===== src/rtl/phd_pkg.sv =====
// shared types, constants and codes of the piezo hit detector
package phd_pkg;

   localparam int SAMPLE_WIDTH = 10;
   localparam int TIME_WIDTH = 32;
   localparam int SLOT_IDX_WIDTH = 8;
   localparam int FACTOR_WIDTH = 8;
   localparam int THR_WIDTH = SAMPLE_WIDTH + 1;
   localparam int WINDOW_WIDTH = 16;
   localparam int FUNC_WIDTH = 2;
   localparam int SLOT_SHIFT = 10;
   localparam int FACTOR_SHIFT = 8;
   localparam int TABLE_DEPTH_DEFAULT = 256;

   localparam logic [SAMPLE_WIDTH-1:0] BASE_RESET = SAMPLE_WIDTH'(3);
   localparam logic [WINDOW_WIDTH-1:0] WINDOW_RESET = WINDOW_WIDTH'(500);
   localparam logic [FACTOR_WIDTH-1:0] FACTOR_MAX = '1;
   localparam logic [THR_WIDTH-1:0] CAL_BLOCK = THR_WIDTH'(1) << SAMPLE_WIDTH;

   localparam logic [FUNC_WIDTH-1:0] FUNC_SAMPLE = 2'd0;
   localparam logic [FUNC_WIDTH-1:0] FUNC_TABLE_WRITE = 2'd1;
   localparam logic [FUNC_WIDTH-1:0] FUNC_TABLE_READ = 2'd2;

   localparam int CSR_INDEX_WIDTH = 2;
   localparam int CSR_DATA_WIDTH = WINDOW_WIDTH;
   localparam logic [CSR_INDEX_WIDTH-1:0] CSR_CALIBRATE_MODE = 2'd0;
   localparam logic [CSR_INDEX_WIDTH-1:0] CSR_BASE_THRESHOLD = 2'd1;
   localparam logic [CSR_INDEX_WIDTH-1:0] CSR_CAPTURE_WINDOW = 2'd2;

   typedef struct packed {
      logic [FUNC_WIDTH-1:0] func;
      logic [SAMPLE_WIDTH-1:0] sample_level;
      logic [TIME_WIDTH-1:0] time_us;
      logic [SLOT_IDX_WIDTH-1:0] slot_index;
      logic [FACTOR_WIDTH-1:0] slot_value;
   } req_word_type;

   typedef struct packed {
      logic hit_valid;
      logic [SAMPLE_WIDTH-1:0] hit_velocity;
      logic save_request;
      logic [FACTOR_WIDTH-1:0] read_factor;
      logic [THR_WIDTH-1:0] active_threshold;
   } rsp_word_type;

   typedef struct packed {
      logic clear_step;
      logic load_item;
      logic setup;
      logic window;
      logic calc;
      logic div_step;
      logic finish;
   } cmd_type;

   typedef struct packed {
      logic clear_last;
      logic out_free;
   } status_type;

endpackage


===== src/rtl/phd_if.sv =====
// request and response channel interfaces
interface phd_req_if;
   logic valid;
   logic ready;
   phd_pkg::req_word_type word;
   modport source (output valid, output word, input ready);
   modport sink (input valid, input word, output ready);
endinterface

interface phd_rsp_if;
   logic valid;
   logic ready;
   phd_pkg::rsp_word_type word;
   modport source (output valid, output word, input ready);
   modport sink (input valid, input word, output ready);
endinterface


===== src/rtl/phd_ctrl.sv =====
// controller state machine sequencing clear, load, lookup, divide and commit
module phd_ctrl (
   input  logic                 clock,
   input  logic                 reset,
   input  logic                 req_valid,
   output logic                 req_ready,
   input  phd_pkg::status_type  status,
   output phd_pkg::cmd_type     cmd
);

   localparam logic [2:0] S_CLEAR = 3'd0;
   localparam logic [2:0] S_IDLE  = 3'd1;
   localparam logic [2:0] S_LOAD  = 3'd2;
   localparam logic [2:0] S_READ  = 3'd3;
   localparam logic [2:0] S_CALC  = 3'd4;
   localparam logic [2:0] S_DIV   = 3'd5;
   localparam logic [2:0] S_DONE  = 3'd6;

   localparam int DivSteps = phd_pkg::FACTOR_SHIFT;
   localparam int CntWidth = $clog2(DivSteps);

   logic [2:0] state_ff, state_in;
   logic [CntWidth-1:0] cnt_ff, cnt_in;

   always_comb begin
      state_in = state_ff;
      cnt_in = cnt_ff;
      cmd = '0;
      req_ready = 1'b0;
      unique case (state_ff)
         S_CLEAR: begin
            cmd.clear_step = 1'b1;
            if (status.clear_last) state_in = S_IDLE;
         end
         S_IDLE: begin
            req_ready = 1'b1;
            if (req_valid) begin
               cmd.load_item = 1'b1;
               state_in = S_LOAD;
            end
         end
         S_LOAD: begin
            cmd.setup = 1'b1;
            state_in = S_READ;
         end
         S_READ: begin
            cmd.window = 1'b1;
            state_in = S_CALC;
         end
         S_CALC: begin
            cmd.calc = 1'b1;
            cnt_in = '0;
            state_in = S_DIV;
         end
         S_DIV: begin
            cmd.div_step = 1'b1;
            cnt_in = cnt_ff + CntWidth'(1);
            if (cnt_ff == CntWidth'(DivSteps - 1)) state_in = S_DONE;
         end
         S_DONE: begin
            if (status.out_free) begin
               cmd.finish = 1'b1;
               state_in = S_IDLE;
            end
         end
         default: state_in = S_CLEAR;
      endcase
   end

   always_ff @(posedge clock) begin
      if (reset) begin
         state_ff <= S_CLEAR;
         cnt_ff <= '0;
      end else begin
         state_ff <= state_in;
         cnt_ff <= cnt_in;
      end
   end

endmodule


===== src/rtl/phd_datapath.sv =====
// datapath: config registers, detector state, decay table, divider and response register
module phd_datapath #(
   parameter int TableDepth = phd_pkg::TABLE_DEPTH_DEFAULT
) (
   input  logic                                  clock,
   input  logic                                  reset,
   input  phd_pkg::cmd_type                      cmd,
   output phd_pkg::status_type                   status,
   input  phd_pkg::req_word_type                 req_word,
   input  logic                                  rsp_ready,
   output logic                                  rsp_valid,
   output phd_pkg::rsp_word_type                 rsp_word,
   input  logic                                  csr_write_enable,
   input  logic [phd_pkg::CSR_INDEX_WIDTH-1:0]   csr_index,
   input  logic [phd_pkg::CSR_DATA_WIDTH-1:0]    csr_write_data
);

   localparam int SW = phd_pkg::SAMPLE_WIDTH;
   localparam int TW = phd_pkg::TIME_WIDTH;
   localparam int FW = phd_pkg::FACTOR_WIDTH;
   localparam int HW = phd_pkg::THR_WIDTH;
   localparam int FS = phd_pkg::FACTOR_SHIFT;
   localparam int SS = phd_pkg::SLOT_SHIFT;
   localparam int AW = $clog2(TableDepth);
   localparam int IdxExtWidth = (AW > phd_pkg::SLOT_IDX_WIDTH) ? AW : phd_pkg::SLOT_IDX_WIDTH;
   localparam int NumWidth = SW + FS + 1;
   localparam int DenWidth = SW + FS - 1;
   localparam int ProdWidth = FW + SW;

   // configuration
   logic calibrate_ff;
   logic [SW-1:0] base_ff;
   logic [phd_pkg::WINDOW_WIDTH-1:0] window_ff;

   // detector state
   logic capturing_ff, hit_recent_ff, changed_ff;
   logic [TW-1:0] capture_start_ff, peak_time_ff;
   logic [SW-1:0] peak_ff;

   // latched word
   phd_pkg::req_word_type item_ff;

   // per-item work registers
   logic [TW-1:0] us_ff, limit_ff;
   logic within_ff, over_ff, in_win_ff;
   logic [FW-1:0] rd_data_ff;
   logic [ProdWidth-1:0] prod_ff;
   logic [NumWidth-1:0] rem_ff;
   logic [DenWidth-1:0] den_ff;
   logic [FW-1:0] quo_ff;
   logic sat_ff;

   // table and clearing sweep
   logic [FW-1:0] decay_table_mem [TableDepth];
   logic [AW-1:0] clr_cnt_ff;

   logic rsp_valid_ff;
   phd_pkg::rsp_word_type rsp_word_ff;

   logic [IdxExtWidth-1:0] idx_ext;
   logic idx_ok;
   logic [AW-1:0] idx_addr, slot_addr, mem_ra, mem_wa;
   logic mem_we;
   logic [FW-1:0] mem_wd;
   logic [NumWidth-1:0] num_c;
   logic [FW-1:0] ratio;
   logic [TW-1:0] window_diff;

   // commit logic
   phd_pkg::rsp_word_type out_c;
   logic learn_we;
   logic [HW-1:0] thr_c;
   logic capturing_in, hit_recent_in, changed_in;
   logic [TW-1:0] capture_start_in, peak_time_in;
   logic [SW-1:0] peak_in;

   assign idx_ext = IdxExtWidth'(item_ff.slot_index);
   assign idx_ok = 32'(item_ff.slot_index) < 32'(TableDepth);
   assign idx_addr = idx_ext[AW-1:0];
   assign slot_addr = us_ff[SS +: AW];
   assign mem_ra = (item_ff.func == phd_pkg::FUNC_SAMPLE) ? slot_addr : idx_addr;
   assign ratio = sat_ff ? phd_pkg::FACTOR_MAX : quo_ff;
   assign window_diff = limit_ff - item_ff.time_us;
   assign num_c = NumWidth'({item_ff.sample_level, FS'(0)}) + NumWidth'(peak_ff)
                  - NumWidth'(1);

   assign status.clear_last = (clr_cnt_ff == AW'(TableDepth - 1));
   assign status.out_free = !rsp_valid_ff || rsp_ready;
   assign rsp_valid = rsp_valid_ff;
   assign rsp_word = rsp_word_ff;

   always_comb begin
      out_c = '0;
      learn_we = 1'b0;
      thr_c = '0;
      capturing_in = capturing_ff;
      hit_recent_in = hit_recent_ff;
      changed_in = changed_ff;
      capture_start_in = capture_start_ff;
      peak_time_in = peak_time_ff;
      peak_in = peak_ff;
      priority if (item_ff.func == phd_pkg::FUNC_TABLE_READ) begin
         if (idx_ok) out_c.read_factor = rd_data_ff;
      end else if (item_ff.func == phd_pkg::FUNC_SAMPLE) begin
         if (capturing_ff) begin
            if (within_ff) begin
               if (item_ff.sample_level > peak_ff) begin
                  peak_in = item_ff.sample_level;
                  peak_time_in = item_ff.time_us;
               end
            end else begin
               capturing_in = 1'b0;
               out_c.hit_valid = 1'b1;
               out_c.hit_velocity = peak_ff;
               hit_recent_in = 1'b1;
               changed_in = 1'b0;
            end
         end else begin
            thr_c = HW'(base_ff);
            if (hit_recent_ff) begin
               if (calibrate_ff) begin
                  if (over_ff) begin
                     hit_recent_in = 1'b0;
                     out_c.save_request = changed_ff;
                  end else if (ratio > rd_data_ff) begin
                     changed_in = 1'b1;
                     learn_we = 1'b1;
                  end
                  thr_c = phd_pkg::CAL_BLOCK;
               end else begin
                  if (over_ff) begin
                     hit_recent_in = 1'b0;
                  end else if (in_win_ff) begin
                     thr_c = HW'(base_ff) + HW'(peak_ff);
                  end else begin
                     thr_c = HW'(base_ff) + HW'(prod_ff[ProdWidth-1:FS]);
                  end
               end
            end
            out_c.active_threshold = thr_c;
            if (HW'(item_ff.sample_level) >= thr_c) begin
               capturing_in = 1'b1;
               capture_start_in = item_ff.time_us;
               peak_in = item_ff.sample_level;
               if (item_ff.sample_level != '0) peak_time_in = item_ff.time_us;
            end
         end
      end else begin
         // table writes and the unused code give an all-zero word
         out_c = '0;
      end
   end

   always_comb begin
      mem_we = 1'b0;
      mem_wa = idx_addr;
      mem_wd = item_ff.slot_value;
      priority if (cmd.clear_step) begin
         mem_we = 1'b1;
         mem_wa = clr_cnt_ff;
         mem_wd = '0;
      end else if (cmd.finish && learn_we) begin
         mem_we = 1'b1;
         mem_wa = slot_addr;
         mem_wd = ratio;
      end else if (cmd.finish && item_ff.func == phd_pkg::FUNC_TABLE_WRITE && idx_ok) begin
         mem_we = 1'b1;
      end else begin
         mem_we = 1'b0;
      end
   end

   always_ff @(posedge clock) begin
      if (mem_we) decay_table_mem[mem_wa] <= mem_wd;
      rd_data_ff <= decay_table_mem[mem_ra];
   end

   always_ff @(posedge clock) begin
      if (reset) begin
         clr_cnt_ff <= '0;
      end else if (cmd.clear_step) begin
         clr_cnt_ff <= clr_cnt_ff + AW'(1);
      end
   end

   always_ff @(posedge clock) begin
      if (reset) begin
         calibrate_ff <= 1'b0;
         base_ff <= phd_pkg::BASE_RESET;
         window_ff <= phd_pkg::WINDOW_RESET;
      end else if (csr_write_enable) begin
         unique case (csr_index)
            phd_pkg::CSR_CALIBRATE_MODE: calibrate_ff <= csr_write_data[0];
            phd_pkg::CSR_BASE_THRESHOLD: base_ff <= csr_write_data[SW-1:0];
            phd_pkg::CSR_CAPTURE_WINDOW: window_ff <= csr_write_data;
            default: ;
         endcase
      end
   end

   always_ff @(posedge clock) begin
      if (reset) begin
         capturing_ff <= 1'b0;
         hit_recent_ff <= 1'b0;
         changed_ff <= 1'b0;
         capture_start_ff <= '0;
         peak_time_ff <= '0;
         peak_ff <= '0;
      end else if (cmd.finish) begin
         capturing_ff <= capturing_in;
         hit_recent_ff <= hit_recent_in;
         changed_ff <= changed_in;
         capture_start_ff <= capture_start_in;
         peak_time_ff <= peak_time_in;
         peak_ff <= peak_in;
      end
   end

   always_ff @(posedge clock) begin
      if (reset) begin
         rsp_valid_ff <= 1'b0;
      end else if (cmd.finish) begin
         rsp_valid_ff <= 1'b1;
      end else if (rsp_ready) begin
         rsp_valid_ff <= 1'b0;
      end
   end

   always_ff @(posedge clock) begin
      if (cmd.finish) rsp_word_ff <= out_c;
      if (cmd.load_item) item_ff <= req_word;
      if (cmd.setup) begin
         us_ff <= item_ff.time_us - peak_time_ff;
         limit_ff <= capture_start_ff + TW'(window_ff);
      end
      if (cmd.window) begin
         within_ff <= !window_diff[TW-1];
         over_ff <= us_ff[TW-1:SS] >= (TW - SS)'(TableDepth);
         in_win_ff <= us_ff < TW'(window_ff);
      end
      if (cmd.calc) begin
         prod_ff <= ProdWidth'(rd_data_ff) * ProdWidth'(peak_ff);
         // ceil(level*256/peak) saturates when it reaches 256
         sat_ff <= (peak_ff == '0) || (num_c >= NumWidth'({peak_ff, FS'(0)}));
         rem_ff <= num_c;
         den_ff <= {peak_ff, (FS - 1)'(0)};
         quo_ff <= '0;
      end
      if (cmd.div_step) begin
         if (rem_ff >= NumWidth'(den_ff)) begin
            rem_ff <= rem_ff - NumWidth'(den_ff);
            quo_ff <= {quo_ff[FW-2:0], 1'b1};
         end else begin
            quo_ff <= {quo_ff[FW-2:0], 1'b0};
         end
         den_ff <= den_ff >> 1;
      end
   end

endmodule


===== src/rtl/piezo_hit_detector_learned_decay_top.sv =====
// Piezo hit detector with learned decay threshold. Each request word is a timestamped
// sample or a decay-table write or read, and each gives exactly one response word. A word
// passes from acceptance through the load, read and calc states and the 8-step
// restoring divider that forms the calibration ratio, then waits in the done state until
// the response register is free; a new word is accepted only once the last is through,
// and the next word is accepted while a response waits to be taken. After reset the decay
// table is cleared one entry per cycle, so requests are accepted only once the clear is
// done; configuration writes are taken at any time and should be made only while no word is in flight.
module piezo_hit_detector_learned_decay_top #(
   parameter int TableDepth = phd_pkg::TABLE_DEPTH_DEFAULT
) (
   input  logic                                  clock,
   input  logic                                  reset,
   phd_req_if.sink                               req_chan,
   phd_rsp_if.source                             rsp_chan,
   input  logic                                  csr_write_enable,
   input  logic [phd_pkg::CSR_INDEX_WIDTH-1:0]   csr_index,
   input  logic [phd_pkg::CSR_DATA_WIDTH-1:0]    csr_write_data
);

   phd_pkg::cmd_type cmd;
   phd_pkg::status_type status;

   phd_ctrl u_ctrl (
      .clock     (clock),
      .reset     (reset),
      .req_valid (req_chan.valid),
      .req_ready (req_chan.ready),
      .status    (status),
      .cmd       (cmd)
   );

   phd_datapath #(
      .TableDepth (TableDepth)
   ) u_datapath (
      .clock            (clock),
      .reset            (reset),
      .cmd              (cmd),
      .status           (status),
      .req_word         (req_chan.word),
      .rsp_ready        (rsp_chan.ready),
      .rsp_valid        (rsp_chan.valid),
      .rsp_word         (rsp_chan.word),
      .csr_write_enable (csr_write_enable),
      .csr_index        (csr_index),
      .csr_write_data   (csr_write_data)
   );

endmodule


===== src/flat_wrapper.sv =====
// flat-port wrapper written by rule: the top's interface ports become plain ports
module piezo_hit_detector_learned_decay_top_flat 
#(
   parameter int TableDepth = phd_pkg::TABLE_DEPTH_DEFAULT
)
  (clock, reset, csr_write_enable, csr_index, csr_write_data, req_chan_valid, req_chan_word, req_chan_ready, rsp_chan_valid, rsp_chan_word, rsp_chan_ready);
  phd_req_if req_chan_i ();
  phd_rsp_if rsp_chan_i ();
  input  logic clock;
  input  logic reset;
  input  logic csr_write_enable;
  input  logic [phd_pkg::CSR_INDEX_WIDTH-1:0] csr_index;
  input  logic [phd_pkg::CSR_DATA_WIDTH-1:0] csr_write_data;
  input wire logic [$bits(req_chan_i.valid)-1:0] req_chan_valid;
  input wire logic [$bits(req_chan_i.word)-1:0] req_chan_word;
  output wire logic [$bits(req_chan_i.ready)-1:0] req_chan_ready;
  output wire logic [$bits(rsp_chan_i.valid)-1:0] rsp_chan_valid;
  output wire logic [$bits(rsp_chan_i.word)-1:0] rsp_chan_word;
  input wire logic [$bits(rsp_chan_i.ready)-1:0] rsp_chan_ready;
  assign req_chan_i.valid = req_chan_valid;
  assign req_chan_i.word = req_chan_word;
  assign req_chan_ready = req_chan_i.ready;
  assign rsp_chan_valid = rsp_chan_i.valid;
  assign rsp_chan_word = rsp_chan_i.word;
  assign rsp_chan_i.ready = rsp_chan_ready;
  piezo_hit_detector_learned_decay_top #(.TableDepth(TableDepth)) u_core (.clock(clock), .reset(reset), .req_chan(req_chan_i), .rsp_chan(rsp_chan_i), .csr_write_enable(csr_write_enable), .csr_index(csr_index), .csr_write_data(csr_write_data));
endmodule

===== config.mk =====
export PLATFORM = sky130hd
export DESIGN_NAME = piezo_hit_detector_learned_decay_top_flat
export DESIGN_NICKNAME = d
export VERILOG_FILES = /design/src/rtl/phd_pkg.sv /design/src/rtl/phd_if.sv /design/src/rtl/phd_ctrl.sv /design/src/rtl/phd_datapath.sv /design/src/rtl/piezo_hit_detector_learned_decay_top.sv /design/src/flat_wrapper.sv
export SDC_FILE = /design/constraint.sdc
export NUM_CORES = 2
export LEC_CHECK = 0
export ABC_CLOCK_PERIOD_IN_PS = 17600
export BUFFER_PORTS_ARGS = -buffer_cell sky130_fd_sc_hd__buf_4
export CORE_UTILIZATION = 50
export DETAILED_ROUTE_END_ITERATION = 6
export PLACE_DENSITY = 0.68
export RECOVER_POWER = 50
export SETUP_SLACK_MARGIN = 0.15
export SLEW_MARGIN = 20
export SYNTH_ARGS = -nofsm -noshare
export SYNTH_HDL_FRONTEND = slang
export SYNTH_SLANG_ARGS = --single-unit

===== constraint.sdc =====
create_clock -name clock -period 17.6 [get_ports clock]
set_input_delay 1.76 -clock clock [delete_from_list [all_inputs] [get_ports clock]]
set_output_delay 1.76 -clock clock [all_outputs]
set_load 0.01 [all_outputs]

==> metrics.md <==
| Metric | Value |
|---|---|
| Status | finished with violations |
| Violated checks | DRC, capacitance limit, slew limit |
| Global Route Usage Sum | 0.2610 |
| Initial Util | 0.5044 |
| Die height | approximately 450 um |
| I/O pin cnt | 116 |
| Pre-antenna DRT Iters | 7 |
| Final WS setup | 6.715 ns |
| Longest Clk Path Bufs | 3 |
| Measured slew at the worst slew-check pin | roughly 4.2 ns |
| Critical-path top delay cell | clkbuf_1 |
| Final RePlAce weighted congestion | 0.9114 |
| Req. time, crit path | 18.13 ns |
| Clock Sink Count | 2388 |
| Relative slew slack | -1.774 |
| H-tree lvl count | 4 |
| Crit path cell chain | or2_2, ha_1, and3_1, a41oi_1, o21ai_0, nor3_1, nor2_1, nor3_1, clkbuf_1, clkbuf_1, buf_4 |
| Setup TNS | 0 ns |
| Die Span X | 454.0 um |
| Synth Net Count | between 8000 and 9000 |
| WL/cell | 25.05 um |
| Area leader, netlist | edfxtp_1 |
| Postcts setup bufs | 0 |
| Final total power | 11210 uW |
| Lkg Pwr | between 0.04 and 0.05 uW |
| RSZ-0062 raised after global routing | false |
| EDFF count, synth | 2241 |
| Max Transition Viols Final | approximately 1200 |
| Skew-Pair Late Insertion Delay | around 0.91 ns |
| Top_reg_cell synth | edfxtp_1 |
| # port buffers | approximately 120 |
| Vias per inst | 6.088 |
| Clock Root Buffer | clkbuf_16 |
| Final Skew | around 0.087 ns |
| Drt first-iter violations | approximately 8400 |
| CTS Buf Count | approximately 230 |
| Cells after Synth | between 8000 and 9000 |
| Ratio of cells with drive above 1 in the final layout | 0.06907 |
| Crit path arrival time | 11.42 ns |
| Place WS | ~11 ns |
| Nets | 8371 |
| Post-route DRC | 7 |
| Site Rows | roughly 170 |
| Peak supply drop | 0.09877 mV |
| Synth Cell Area | 102200 um^2 |
| Resize count post-CTS | 0 |
| Clk slew on worst S/H paths | approximately 0.060 ns |
| Largest cells by area after synthesis | edfxtp_1 (66%), nand2_1 (5.7%), mux2i_1 (3.3%) |
| Initial antenna violation count | 18 |
| Worst Hold Slack | between 0.4 and 0.5 ns |
| Fillers | between 15000 and 20000 |
| Final hold violation count | 0 |
| CP Capture Type | flop |
| CTS tree | done |
| Post-synthesis area per instance | approximately 13 um^2 |
| Vias in the first global route | roughly 64000 |
| Post-layout min period | 10.88 ns |
| Fin util | 0.5594 |
| Area Overhead vs Synth | 10.89% |
| Slowest stage delay, CP | 2.62 ns |
| Area of the multi-input gates | ~30000 um^2 |
| Synth cell types | 91 |
| Dpl hpwl | approximately 170 mm |
| Sequential share of the synthesized area | 0.6875 |
| Global-route wire length before repair | around 400 mm |
| Reg area | approximately 70000 um^2 |
| Hold Crit Class | flop to flop |
| Core area | just over 200000 um^2 |
| Register bit total from synthesis | between 2000 and 2500 |
| Ratio of final minimum period to clock period | 0.6185 |
| Max Cap Viol | 25 |
| Async SR Flop Fraction | 0 |
| Die area | between 200000 and 250000 um^2 |
| Grt ovf | 0 |
| Setup violators final | 0 |
| PwrDens | 98.96 nW/um^2 |
| Max Clock Freq | slightly above 90 MHz |
| Critical Path Fanout Max | 74 |
| Routed wire length | 273.0 mm |
| Post-DRT Antenna Nets | 0 |
| Top cell type's share of synthesized area | 0.6587 |
| YS warnings | 0 |
| CTS Hold Bufs | 0 |
| Startpoint Class | flop |
| Largest net degree at the start of global routing | 191 |
| Worst setup path class | flop to flop |
| Vias | approximately 66000 |
through the flow:
stage	std cells	instance area [um^2]
detailed placement	10450	105800
floorplan	8007	102200
CTS	10880	113500
finish	10900	113300
global placement	10450	105800
global route	10890	113300
power by group:
group	switching (uW)	leakage, uW	internal [uW]
registers	5.47	0.0265	6130
logic	52.4	0.0115	30.0
clock network	2160	0.00371	2840
cell type report:
type                            count  share of cell area
Clock buffer                      291             0.05338
Sequential cell                  2388              0.6200
Antenna cell                       16           0.0003534
Clock inverter                    138             0.01437
Timing Repair Buffer              227             0.01417
Multi-Input combinational cell   4938              0.2607
Tap cell                         2672             0.02951
Inverter                          227            0.007521
cells by family after synthesis:
| group | synth area share |
|---|---|
| AND/OR/NAND/NOR | 0.1456 |
| flip-flops | 0.6875 |
| AO/OA/AOI/OAI | 0.06002 |
| buffers and inverters | 0.02568 |
| multiplexers | 0.03550 |
| adder cells (fa/ha/maj) | 0.03738 |
| XOR/XNOR | 0.008316 |
sequential cells by signal (all words and copies together), names as in the netlist, 16 cells and up:
signal / cells
u_core.u_datapath.peak_time_ff: 32
u_core.u_datapath.item_ff: 52
u_core.u_datapath.us_ff: 32
u_core.u_datapath.decay_table_mem: 2048
u_core.u_datapath.capture_start_ff: 32
u_core.u_datapath.limit_ff: 32
u_core.u_datapath.rsp_word: 31
u_core.u_datapath.rem_ff: 19
u_core.u_datapath.window_ff: 16
u_core.u_datapath.den_ff: 17
cell usage in the layout (no fill, tap or decap), types with 15 or more instances in the layout:
master        n
a222oi_1     20
nand3_1     536
clkbuf_1    120
mux2i_1     340
clkinv_1     63
or2_2        17
clkbuf_16   232
nand4_1     254
ha_1        222
a21o_1       59
nand2b_1     95
clkbuf_4     58
and2_0       15
a32oi_1     189
nor2_1      600
nor2b_1      28
inv_1       224
nand2_1    1540
clkinv_2     31
a211oi_1     18
xnor2_1      69
o21a_1       29
dfxtp_1     147
edfxtp_1   2241
o211ai_1     17
diode_2      16
mux2_2       15
o21ai_0     139
a21oi_1     141
nor4_1       22
nor3_1       85
a31oi_1     104
xor2_1       28
fa_1         52
bufinv_16    27
buf_4        95
and3_1       51
synth_stat cells, drive strengths merged, types with 28 or more instances:
master,instances
edfxtp,2241
nand2,1543
nor2,607
nand3,543
clkbuf,355
mux2i,341
nand4,255
inv,224
ha,222
a32oi,189
dfxtp,147
o21ai,144
a21oi,142
a31oi,105
buf,99
nand2b,96
nor3,94
xnor2,69
a21o,61
fa,52
and3,51
o21a,29
and2,28
nor2b,28
xor2,28
path summary, 6_finish.rpt:
| check | from | to | slack [ns] | cells after the start |
|---|---|---|---|---|
| setup / recovery | u_core.u_datapath.sat_ff | u_core.u_datapath.decay_table_mem[218][3] | 6.72 | 11 |
| hold / removal | u_core.u_ctrl.cnt_ff[1] | u_core.u_ctrl.cnt_ff[1] | 0.46 | 2 |
| setup reg to reg | u_core.u_datapath.sat_ff | u_core.u_datapath.decay_table_mem[218][3] | 6.72 | 11 |
| hold reg to reg | u_core.u_ctrl.cnt_ff[1] | u_core.u_ctrl.cnt_ff[1] | 0.46 | 2 |
routing by layer:
metal	GRT usage	part of all wire	vias to the layer above
met1	0.3537	0.40	32940
li1	-	-	29570
met2	0.4123	0.47	3263
met4	0.1093	0.038	12
met3	0.05120	0.093	548
met5	0	0.00027	-
critical path: cells and delay by family, from the launching register on:
kind                       cells  cell delay (ns)
AOI/OAI and AO/OA              2             0.72
DFF                            1             0.48
adders and majority gates      1             0.31
buffers and inverters          3             6.09
and+or+nand+nor                5             2.79
Note: power is estimated with default switching activity, not from simulation.
